`config.mk`:
```
export PLATFORM = sky130hd
export DESIGN_NAME = gbi_mul
export DESIGN_NICKNAME = d
export VERILOG_FILES = /design/src/rtl/core/gbi_pkg.sv /design/src/rtl/core/gbi_mul.sv
export SDC_FILE = /design/constraint.sdc
export NUM_CORES = 2
export LEC_CHECK = 0
export BUFFER_PORTS_ARGS = -buffer_cell sky130_fd_sc_hd__buf_2
export CORE_UTILIZATION = 50
export CTS_CLUSTER_SIZE = 16
export DETAILED_ROUTE_END_ITERATION = 10
export PLACE_DENSITY = 0.72
export SLEW_MARGIN = 20
export SYNTH_ARGS = -nofsm -noshare
export SYNTH_HDL_FRONTEND = slang
export SYNTH_SLANG_ARGS = --single-unit
```
`constraint.sdc`:
```
create_clock -name aclk -period 26.7 [get_ports aclk]
set_input_delay 1.335 -clock aclk [delete_from_list [all_inputs] [get_ports aclk]]
set_output_delay 1.335 -clock aclk [all_outputs]
set_load 0.05 [all_outputs]
```
`src/rtl/core/gbi_pkg.sv`:
```
// gbi_pkg: types, state codes and saturation helpers for the gravity body integrator
// no dependencies; imported by every module under rtl/core
`default_nettype none

package gbi_pkg;

    localparam int FRAC_BITS = 32;

    localparam logic [63:0] S64_MAX = 64'h7FFF_FFFF_FFFF_FFFF;
    localparam logic [63:0] S64_MIN = 64'h8000_0000_0000_0000;
    localparam logic [63:0] U64_MAX = 64'hFFFF_FFFF_FFFF_FFFF;
    localparam logic [62:0] ONE_Q   = 63'(64'd1 << FRAC_BITS);

    localparam logic [3:0] ADDR_OWN_MASS = 4'h0;
    localparam logic [3:0] ADDR_G_SCALE  = 4'h8;

    typedef enum logic [1:0] {
        REQ_INTERACT = 2'd0,
        REQ_ADVANCE  = 2'd1,
        REQ_LOAD     = 2'd2,
        REQ_NONE     = 2'd3
    } req_code_t;

    typedef enum logic [4:0] {
        ST_IDLE,
        ST_DIFF,
        ST_SQ_MUL,
        ST_SQ_WAIT,
        ST_CHECK,
        ST_SQRT_WAIT,
        ST_GM_MUL,
        ST_GM_WAIT,
        ST_F_DIV,
        ST_F_WAIT,
        ST_A_MUL,
        ST_A_MUL_WAIT,
        ST_A_DIV,
        ST_A_DIV_WAIT,
        ST_AT_MUL,
        ST_AT_WAIT,
        ST_VT_MUL,
        ST_VT_WAIT,
        ST_H_MUL,
        ST_H_WAIT,
        ST_DONE
    } st_t;

    typedef struct packed {
        logic [1:0]         req_type;
        logic signed [63:0] in_x;
        logic signed [63:0] in_y;
        logic signed [63:0] in_z;
        logic signed [63:0] in_vx;
        logic signed [63:0] in_vy;
        logic signed [63:0] in_vz;
        logic [62:0]        other_mass;
        logic [62:0]        timestep;
    } req_t;

    typedef struct packed {
        logic               status;
        logic signed [63:0] out_x;
        logic signed [63:0] out_y;
        logic signed [63:0] out_z;
        logic signed [63:0] out_vx;
        logic signed [63:0] out_vy;
        logic signed [63:0] out_vz;
        logic signed [63:0] acc_x;
        logic signed [63:0] acc_y;
        logic signed [63:0] acc_z;
    } rsp_t;

    // operands handed to a multi-cycle unit
    typedef struct packed {
        logic         start;
        logic [127:0] op_a;
        logic [127:0] op_b;
    } unit_req_t;

    function automatic logic [63:0] mag64(input logic [63:0] v);
        mag64 = v[63] ? (64'd0 - v) : v;
    endfunction

    // sign plus magnitude to saturated signed 64 bits
    function automatic logic [63:0] satmag(input logic [127:0] m, input logic neg);
        if (neg) begin
            satmag = (m > {64'd0, S64_MIN}) ? S64_MIN : (64'd0 - m[63:0]);
        end else begin
            satmag = (m > {64'd0, S64_MAX}) ? S64_MAX : m[63:0];
        end
    endfunction

    function automatic logic [63:0] sat66(input logic [65:0] x);
        if ((x[65:63] == 3'b000) || (x[65:63] == 3'b111)) begin
            sat66 = x[63:0];
        end else begin
            sat66 = x[65] ? S64_MIN : S64_MAX;
        end
    endfunction

    function automatic logic [65:0] sx66(input logic [63:0] v);
        sx66 = {{2{v[63]}}, v};
    endfunction

endpackage

`default_nettype wire

```
`src/rtl/core/gbi_mul.sv`:
```
// gbi_mul: 64x64 unsigned multiplier built from one 32x32 multiplier, four partial products summed in turn
// depends on gbi_pkg
`default_nettype none

module gbi_mul
    import gbi_pkg::*;
(
    input  wire logic         aclk,
    input  wire logic         aresetn,
    input  wire unit_req_t    req,
    output logic              done,
    output logic [127:0]      prod
);

    logic [63:0]  a_reg, b_reg;
    logic [63:0]  pp_reg;
    logic [1:0]   sh_reg;
    logic [2:0]   cnt_reg;
    logic         busy_reg;
    logic         done_reg;
    logic [127:0] acc_reg;
    logic [31:0]  a_half, b_half;
    logic [127:0] pp_shifted;

    assign a_half = cnt_reg[1] ? a_reg[63:32] : a_reg[31:0];
    assign b_half = cnt_reg[0] ? b_reg[63:32] : b_reg[31:0];

    always_comb begin
        unique case (sh_reg)
            2'd0:    pp_shifted = {64'd0, pp_reg};
            2'd1:    pp_shifted = {32'd0, pp_reg, 32'd0};
            default: pp_shifted = {pp_reg, 64'd0};
        endcase
    end

    always_ff @(posedge aclk) begin
        if (!aresetn) begin
            busy_reg <= 1'b0;
            done_reg <= 1'b0;
            cnt_reg  <= '0;
        end else begin
            done_reg <= 1'b0;
            if (req.start) begin
                busy_reg <= 1'b1;
                cnt_reg  <= '0;
            end else if (busy_reg) begin
                cnt_reg <= cnt_reg + 3'd1;
                if (cnt_reg == 3'd4) begin
                    busy_reg <= 1'b0;
                    done_reg <= 1'b1;
                end
            end
        end
    end

    always_ff @(posedge aclk) begin
        if (req.start) begin
            a_reg   <= req.op_a[63:0];
            b_reg   <= req.op_b[63:0];
            acc_reg <= '0;
        end else if (busy_reg) begin
            if (cnt_reg != 3'd4) begin
                pp_reg <= {32'd0, a_half} * {32'd0, b_half};
                sh_reg <= 2'({1'b0, cnt_reg[1]} + {1'b0, cnt_reg[0]});
            end
            if (cnt_reg != 3'd0) begin
                acc_reg <= acc_reg + pp_shifted;
            end
        end
    end

    assign done = done_reg;
    assign prod = acc_reg;

endmodule

`default_nettype wire

```
==> metrics.txt <==
setup violators final 0; die height 329 µm; number of routed nets with antenna violations 0; WL final 187000 µm; hold crit path type flip-flop to flip-flop; post-synthesis cell count 6161; status complete, but fails checks; final worst slack 15.89 ns; die area 108000 µm²; synthesis-to-finish area growth 7.80%; average cell area after synthesis 8.70 µm²; # nets final 7770; largest net degree at the start of global routing 97; Slowest-stage cell, CP mux2i_4; Synth area leader fa_1; post-synth cell types 96; final worst path period share 0.405; CP delay by family, top adder cells; Max clock buf depth 3; gp weighted congestion 0.990; actual slew at the worst max-slew pin 1.20 ns; antenna violations before repair 3; CP Launch Type flip-flop; H-tree depth reported by CTS 2; # resized after CTS 0; TritonCTS Sinks 327; Clock Pin Slew Worst Setup and Hold Paths 0.06 ns; Crit Path Max Fanout 44; failing checks DRC; Worst-Skew Late Latency 0.64 ns; most common cell in the synthesized netlist inv_1; vias in the first global route 45700; DRC Markers 28; number of synthesized flops with an enable pin 194; synth top area cells fa_1, edfxtp_1, ha_1; IO Port Bufs 259; fin crit period 10.81 ns; synthesized area 53600 µm²; DPL Wire Length 148000 µm; GR Util All Layers 0.347; CP required 27.12 ns; Most common cell on crit path fa_1; pre-CTS setup slack 16.02 ns; I/O pin count 388; CTS root buffer clkbuf_16; Rel. slew slack 0.186; core area 106000 µm²; GR Overflow Total 0; CP Class flip-flop to flip-flop; max incr delay on CP 1.02 ns; reg2reg start cnt_reg[1]$_SDFFE_PP0P_; final hold violation count 0; CP Data Arrival Time 11.23 ns; first-pass GRT wire length 278000 µm; drt via density 5.92; syn nets 7709; # fillers 9709; chip width 329 µm; CP bufs+invs 7; most frequent cells after synthesis inv_1, fa_1, nand2_1; Ys Warns 0; Cell Count Post-Placement 7570; Critical Path End Type flip-flop; Setup TNS 0 ns; Rows 119; asr flop ratio synth 0; Layout Skew 0.0406 ns; sequential-to-total area share from yosys stat 0.158; routed wire length per instance 24.5 µm; Slew Limit Fails 0; Synth top area share 0.335; CTS tree built; first-pass iteration count of the detailed router 11; DR vias 45200; Num CTS Buffers 40; post-CTS setup buffers 0; CTS Hold Bufs 0; fin cells 7647; min-delay src prod[14]$_SDFFE_PP0P_; drt first-iter violations 4602; f_max 0.0925 GHz; crit path from cnt_reg[1]$_SDFFE_PP0P_; Yosys reg bits 327; Max Cap Viol 0; initial core utilization 0.507; top_reg_cell synth edfxtp_1; max reg flops 128; ratio of cells with drive above 1 in the final layout 0.0871; RSZ-0062 raised after global routing false
layer usage:
| metal | part of all wire | track usage |
|---|---|---|
| met1 | 0.40 | 0.454 |
| met2 | 0.43 | 0.529 |
| met3 | 0.11 | 0.100 |
| met4 | 0.056 | 0.168 |
| met5 | 0.000069 | 0 |
kinds of logic after synthesis:
group / count (synthesis) / share of synthesized area
simple gates: 2024 / 0.159
fa+ha+maj: 1289 / 0.427
buf+inv: 1248 / 0.0882
compound gates: 941 / 0.108
flops: 327 / 0.158
xor+xnor: 169 / 0.0276
mux: 163 / 0.0319
final timing paths:
kind                                         endpoint  slack, ns  cells past startpoint
worst min register to register  prod[14]$_SDFFE_PP0P_       0.47                      2
worst min-delay path            prod[14]$_SDFFE_PP0P_       0.47                      2
worst max-delay path             pp_reg[62]$_DFFE_PP_      15.89                     29
worst max register to register   pp_reg[62]$_DFFE_PP_      15.89                     29
worst register-to-register path: cells and delay by family (launching register included):
| family | cells | cell delay, ns |
|---|---|---|
| compound gates | 7 | 1.99 |
| buf+inv | 7 | 1.11 |
| mux | 1 | 1.08 |
| flops | 1 | 0.64 |
| xor+xnor | 1 | 0.31 |
| simple gates | 4 | 1.05 |
| fa+ha+maj | 9 | 4.41 |
placed cells by master (no fill, tap or decap), drive strengths merged, types with 20 or more instances in the layout:
cell and count:
a21oi 345, o21bai 43, edfxtp 194, nand3 43, nor2b 20, inv 937, nor3 42, o31ai 23
a211oi 23, fa 897, buf 328, nand4 94, clkbuf 59, a21o 91, nand2 879, xnor2 107
o21a 29, dfxtp 133, and2 80, mux2 64, mux2i 99, a31oi 26, nor2 773, ha 392
o21ai 248, xor2 62
per-stage QoR:
step | instance area [µm²] | hold WS, ns | utilization
floorplan | 53600 | 0.461 | -
global placement | 56300 | 0.456 | 0.532
detailed placement | 56300 | 0.466 | 0.532
CTS | 57700 | 0.474 | 0.546
global route | 57700 | 0.488 | 0.546
finish | 57800 | 0.471 | 0.546
cell type report:
| type | instances | area (µm²) | share of cell area |
|---|---|---|---|
| Clock buffer | 58 | 1150 | 0.0199 |
| Sequential cell | 327 | 8500 | 0.147 |
| Multi-Input combinational cell | 4586 | 40700 | 0.705 |
| Clock inverter | 16 | 294 | 0.00509 |
| Timing Repair Buffer | 329 | 1850 | 0.0320 |
| Antenna cell | 2 | 5.00 | 0.0000867 |
| Tap cell | 1391 | 1740 | 0.0301 |
| Inverter | 938 | 3520 | 0.0610 |
Power is left out: the tool's default activity adds up to more than one toggle a clock period on the data nets, which glitch-free logic cannot reach.
