--- src/rtl/core/gbi_pkg.sv ---
// gbi_pkg: types, state codes and saturation helpers for the gravity body integrator
// no dependencies; imported by every module under rtl/core
`default_nettype none

package gbi_pkg;

    localparam int FRAC_BITS = 32;

    localparam logic [63:0] S64_MAX = 64'h7FFF_FFFF_FFFF_FFFF;
    localparam logic [63:0] S64_MIN = 64'h8000_0000_0000_0000;
    localparam logic [63:0] U64_MAX = 64'hFFFF_FFFF_FFFF_FFFF;
    localparam logic [62:0] ONE_Q   = 63'(64'd1 << FRAC_BITS);

    localparam logic [3:0] ADDR_OWN_MASS = 4'h0;
    localparam logic [3:0] ADDR_G_SCALE  = 4'h8;

    typedef enum logic [1:0] {
        REQ_INTERACT = 2'd0,
        REQ_ADVANCE  = 2'd1,
        REQ_LOAD     = 2'd2,
        REQ_NONE     = 2'd3
    } req_code_t;

    typedef enum logic [4:0] {
        ST_IDLE,
        ST_DIFF,
        ST_SQ_MUL,
        ST_SQ_WAIT,
        ST_CHECK,
        ST_SQRT_WAIT,
        ST_GM_MUL,
        ST_GM_WAIT,
        ST_F_DIV,
        ST_F_WAIT,
        ST_A_MUL,
        ST_A_MUL_WAIT,
        ST_A_DIV,
        ST_A_DIV_WAIT,
        ST_AT_MUL,
        ST_AT_WAIT,
        ST_VT_MUL,
        ST_VT_WAIT,
        ST_H_MUL,
        ST_H_WAIT,
        ST_DONE
    } st_t;

    typedef struct packed {
        logic [1:0]         req_type;
        logic signed [63:0] in_x;
        logic signed [63:0] in_y;
        logic signed [63:0] in_z;
        logic signed [63:0] in_vx;
        logic signed [63:0] in_vy;
        logic signed [63:0] in_vz;
        logic [62:0]        other_mass;
        logic [62:0]        timestep;
    } req_t;

    typedef struct packed {
        logic               status;
        logic signed [63:0] out_x;
        logic signed [63:0] out_y;
        logic signed [63:0] out_z;
        logic signed [63:0] out_vx;
        logic signed [63:0] out_vy;
        logic signed [63:0] out_vz;
        logic signed [63:0] acc_x;
        logic signed [63:0] acc_y;
        logic signed [63:0] acc_z;
    } rsp_t;

    // operands handed to a multi-cycle unit
    typedef struct packed {
        logic         start;
        logic [127:0] op_a;
        logic [127:0] op_b;
    } unit_req_t;

    function automatic logic [63:0] mag64(input logic [63:0] v);
        mag64 = v[63] ? (64'd0 - v) : v;
    endfunction

    // sign plus magnitude to saturated signed 64 bits
    function automatic logic [63:0] satmag(input logic [127:0] m, input logic neg);
        if (neg) begin
            satmag = (m > {64'd0, S64_MIN}) ? S64_MIN : (64'd0 - m[63:0]);
        end else begin
            satmag = (m > {64'd0, S64_MAX}) ? S64_MAX : m[63:0];
        end
    endfunction

    function automatic logic [63:0] sat66(input logic [65:0] x);
        if ((x[65:63] == 3'b000) || (x[65:63] == 3'b111)) begin
            sat66 = x[63:0];
        end else begin
            sat66 = x[65] ? S64_MIN : S64_MAX;
        end
    endfunction

    function automatic logic [65:0] sx66(input logic [63:0] v);
        sx66 = {{2{v[63]}}, v};
    endfunction

endpackage

`default_nettype wire

--- src/rtl/core/gbi_sqrt.sv ---
// gbi_sqrt: integer square root of a 128-bit value, one root bit per cycle
// depends on gbi_pkg
`default_nettype none

module gbi_sqrt
    import gbi_pkg::*;
(
    input  wire logic         aclk,
    input  wire logic         aresetn,
    input  wire unit_req_t    req,
    output logic              done,
    output logic [63:0]       root
);

    logic [127:0] src_reg;
    logic [63:0]  root_reg;
    logic [64:0]  rem_reg;
    logic [5:0]   cnt_reg;
    logic         busy_reg, done_reg;
    logic [66:0]  rem_sh, trial, rem_sub;
    logic         take;

    assign rem_sh  = {rem_reg, src_reg[127:126]};
    assign trial   = {1'b0, root_reg, 2'b01};
    assign rem_sub = rem_sh - trial;
    assign take    = rem_sh >= trial;

    always_ff @(posedge aclk) begin
        if (!aresetn) begin
            busy_reg <= 1'b0;
            done_reg <= 1'b0;
            cnt_reg  <= '0;
        end else begin
            done_reg <= 1'b0;
            if (req.start) begin
                busy_reg <= 1'b1;
                cnt_reg  <= '0;
            end else if (busy_reg) begin
                cnt_reg <= cnt_reg + 6'd1;
                if (cnt_reg == 6'd63) begin
                    busy_reg <= 1'b0;
                    done_reg <= 1'b1;
                end
            end
        end
    end

    // remainder never exceeds twice the root, so 65 bits hold it
    always_ff @(posedge aclk) begin
        if (req.start) begin
            src_reg  <= req.op_a;
            root_reg <= '0;
            rem_reg  <= '0;
        end else if (busy_reg) begin
            src_reg  <= {src_reg[125:0], 2'b00};
            rem_reg  <= take ? rem_sub[64:0] : rem_sh[64:0];
            root_reg <= {root_reg[62:0], take};
        end
    end

    assign done = done_reg;
    assign root = root_reg;

endmodule

`default_nettype wire

--- config.mk ---
export PLATFORM = sky130hd
export DESIGN_NAME = gbi_sqrt
export DESIGN_NICKNAME = d
export VERILOG_FILES = /design/src/rtl/core/gbi_pkg.sv /design/src/rtl/core/gbi_sqrt.sv
export SDC_FILE = /design/constraint.sdc
export NUM_CORES = 1
export LEC_CHECK = 0
export BUFFER_PORTS_ARGS = -buffer_cell sky130_fd_sc_hd__buf_2
export CAP_MARGIN = 30
export CORE_MARGIN = 2
export CORE_UTILIZATION = 55
export DETAILED_ROUTE_END_ITERATION = 12
export HOLD_SLACK_MARGIN = 0.1
export PLACE_DENSITY_LB_ADDON = 0.08
export SYNTH_ARGS = -nofsm -noshare
export SYNTH_HDL_FRONTEND = slang
export SYNTH_SLANG_ARGS = --single-unit
--- constraint.sdc ---
create_clock -name aclk -period 10.74 [get_ports aclk]
set_input_delay 1.074 -clock aclk [delete_from_list [all_inputs] [get_ports aclk]]
set_output_delay 1.074 -clock aclk [all_outputs]
set_load 0.05 [all_outputs]
==> metrics <==
Sink Count=around 270; wire length on met1=between 15 and 20 mm; ys flop type=dfxtp_1; CP Launch Type=flop; Syn Nets=about 1,800; Syn Inst Count=1,509; Final HPWL DP=about 23 mm; Leakage=slightly above 7 nW; R2R Path End=rem_reg[24]; worst hold path type=reg2reg; top post-synthesis cells by count=nor2_1 (168), nand2_1 (140), dfxtp_1 (137); 1st-iter DRT viols=754; outcome=finished, final reports clean; metal2 WL=between 10 and 15 mm; Cell Rows=60; Reg area=roughly 6600 µm²; clock latency on the worst-skew pair=550 ps; crit share post-route=39.2%; Synth top area share=about a quarter; FF+latch count, synth=265; top sig layer=met5; Syn Area/Cell=a little under 10 µm²; CP endpoint kind=flop; number of synthesized flops with an enable pin=approximately 130; drt wl/cell=between 15 and 20 µm; Core Util, Final=63.5%; post_cts resized=0; Core Area=about 27,000 µm²; initial antenna violation count=6; grt ovf=0; RSZ-0062 raised after global routing=false; Die Y=168 µm; CP endpoint=rem_reg[24]; postcts setup bufs=0; Buffers & Inverters on Critical Path=2; Tot Pwr=~0.0044 W; Worst-Margin Slew=between 800 and 900 ps; Worst-path clk slew=60 ps; CTS Root Cell=clkbuf_16; min Tclk post-route=around 4200 ps; setup violators final=0; top post-synthesis cells by area=edfxtp_1 (26%), dfxtp_1 (18%), mux2_2 (9.6%), ha_1 (5.7%), mux2i_1 (4.5%); I/O Buffers=~200; Post-CTS Hold Fix Bufs=0; Cell Pwr Density=approximately 260 nW/µm²; CP startpoint=root[0]; largest net degree at the start of global routing=between 80 and 90; first-pass GRT wire length=approximately 55 mm; reg2reg start=root[0]; setup total negative slack=0 ps; metal3 WL=between 2 and 3 mm; number of vias per cell=5.68; Mapped Area=around 15,000 µm²; final slew viol count=0; final hold vios=0; All-Layer GR Usage=a little under a quarter; crit-path most repeated cell=a211oi_2; die area=28,300 µm²; Layout Nets=1,985; Synth cell types=approximately 70; vias in the first global route=11,124; DRT Pass-1 Iters=5; highest achievable clock rate=0.237 GHz; Initial Utilization=a little under three fifths; antenna viol nets, final=0; GP Congestion=~0.9; via count=11,510; CP required=~11,000 ps; max reg flops=approximately 130; I/O Pins=324; Seq/Total Area, Yosys=44.4%; Max-cap violations=0; total CTS buffers=29; CTS Buffer Depth=3; Multi-input gate area=~7600 µm²; Yosys top cell by area=edfxtp_1; Worst Path Max Fanout=33; Worst VDD drop=around 280 µV; slowest CP cell=o31a_2; top-count cell post-synth=nor2_1; H-tree depth=1; Fillers=2,264; worst-case reg-to-reg path depth=12; WP data arrival=4650 ps; CTS tree=built; Layout area overhead=14.3%; Setup Skew=14.7 ps; CP Cell Sequence=inv_1, ha_1, or3_1, o22ai_1, o311a_4, a211oi_2, a21o_2, a211oi_2, o31a_2, buf_4, nand2_1, a311oi_1; critical path type=reg2reg; Async S/R FF share, synth=0%; Total Wirelength=~33 mm; CP delay by family, top=compound AO/OA/AOI/OAI gates; Syn. warnings=0; Relative slew margins=39.8%; Worst path depth=12; DRC=0; CP peak stage delay=710 ps; Die X=about 170 µm; flop2flop setup slack=about 6500 ps; layout cells sized above 1=approximately a quarter
-- worst register-to-register path, delay by kind of cell, from the launching register on --
kind	cells	cell delay, ps
flip-flops	1	410
AND/OR/NAND/NOR	2	460
AO/OA/AOI/OAI	7	2440
adder cells (fa/ha/maj)	1	240
buffers and inverters	2	550
-- through the flow --
stage,hold slack [ps],area [µm²],setup WS [ps],std cells
2_1_floorplan,451,14800,6080,1509
3_3_place_gp,466,16000,6600,1966
3_5_place_dp,490,16000,6590,1968
4_1_cts,498,16900,6540,2022
5_1_grt,518,17000,6150,2024
6_report,494,17000,6530,2025
-- worst min-delay path by stage --
stage | depth (start not counted) | start | to
3_5_place_dp | 2 | rem_reg[14] | rem_reg[16]
4_1_cts | 2 | rem_reg[48] | rem_reg[48]
3_3_place_gp | 2 | cnt_reg[5] | cnt_reg[5]
6_report | 2 | rem_reg[14] | rem_reg[16]
2_1_floorplan | 2 | rem_reg[48] | rem_reg[48]
5_1_grt | 2 | rem_reg[22] | rem_reg[22]
-- logic make-up after synthesis --
| group | synth area share [%] |
|---|---|
| and+or+nand+nor | 12.7 |
| AOI/OAI and AO/OA | 15.2 |
| DFF | 44.4 |
| muxes | 14.0 |
| buffers and inverters | 4.51 |
| adders and majority gates | 5.65 |
| xor gates and xnor gates | 3.48 |
-- cell type report --
type                       count  share of cell area [%]
timing repair buffer         206                    6.54
sequential                   265                    38.9
clock buffer                  45                    4.82
antenna                        2                  0.0295
inverter                      84                    1.87
multi-input combinational   1073                    44.8
tap                          341                    2.52
clock inverter                 9                   0.627
-- routing by layer --
layer  vias up  GRT usage (%)
met3        59           6.91
met5         -              0
met1      5383           31.8
met4         8           5.28
met2       290           36.1
li1       5770              -
-- power by group --
part | total [W] | internal, W | switching (W)
sequential | 0.00128 | 0.00120 | 0.0000796
combinational | 0.00218 | 0.000862 | 0.00132
clock | 0.000974 | 0.000571 | 0.000403
-- cell usage in the layout (no fill, tap or decap), drive strengths merged, types with 9 or more instances in the layout --
cell    count
a211oi     17
nand2     142
nor2      168
inv        85
a21oi      87
edfxtp    128
a31oi       9
ha         67
o21a       11
mux2i      66
nand3      20
buf       206
dfxtp     137
o21ai      52
nand2b      9
clkbuf     45
mux2      126
and3       10
xor2       22
xnor2      37
a311oi     44
a21o       45
nand4      21
nor3       16
(Power assumes the default switching activity.)
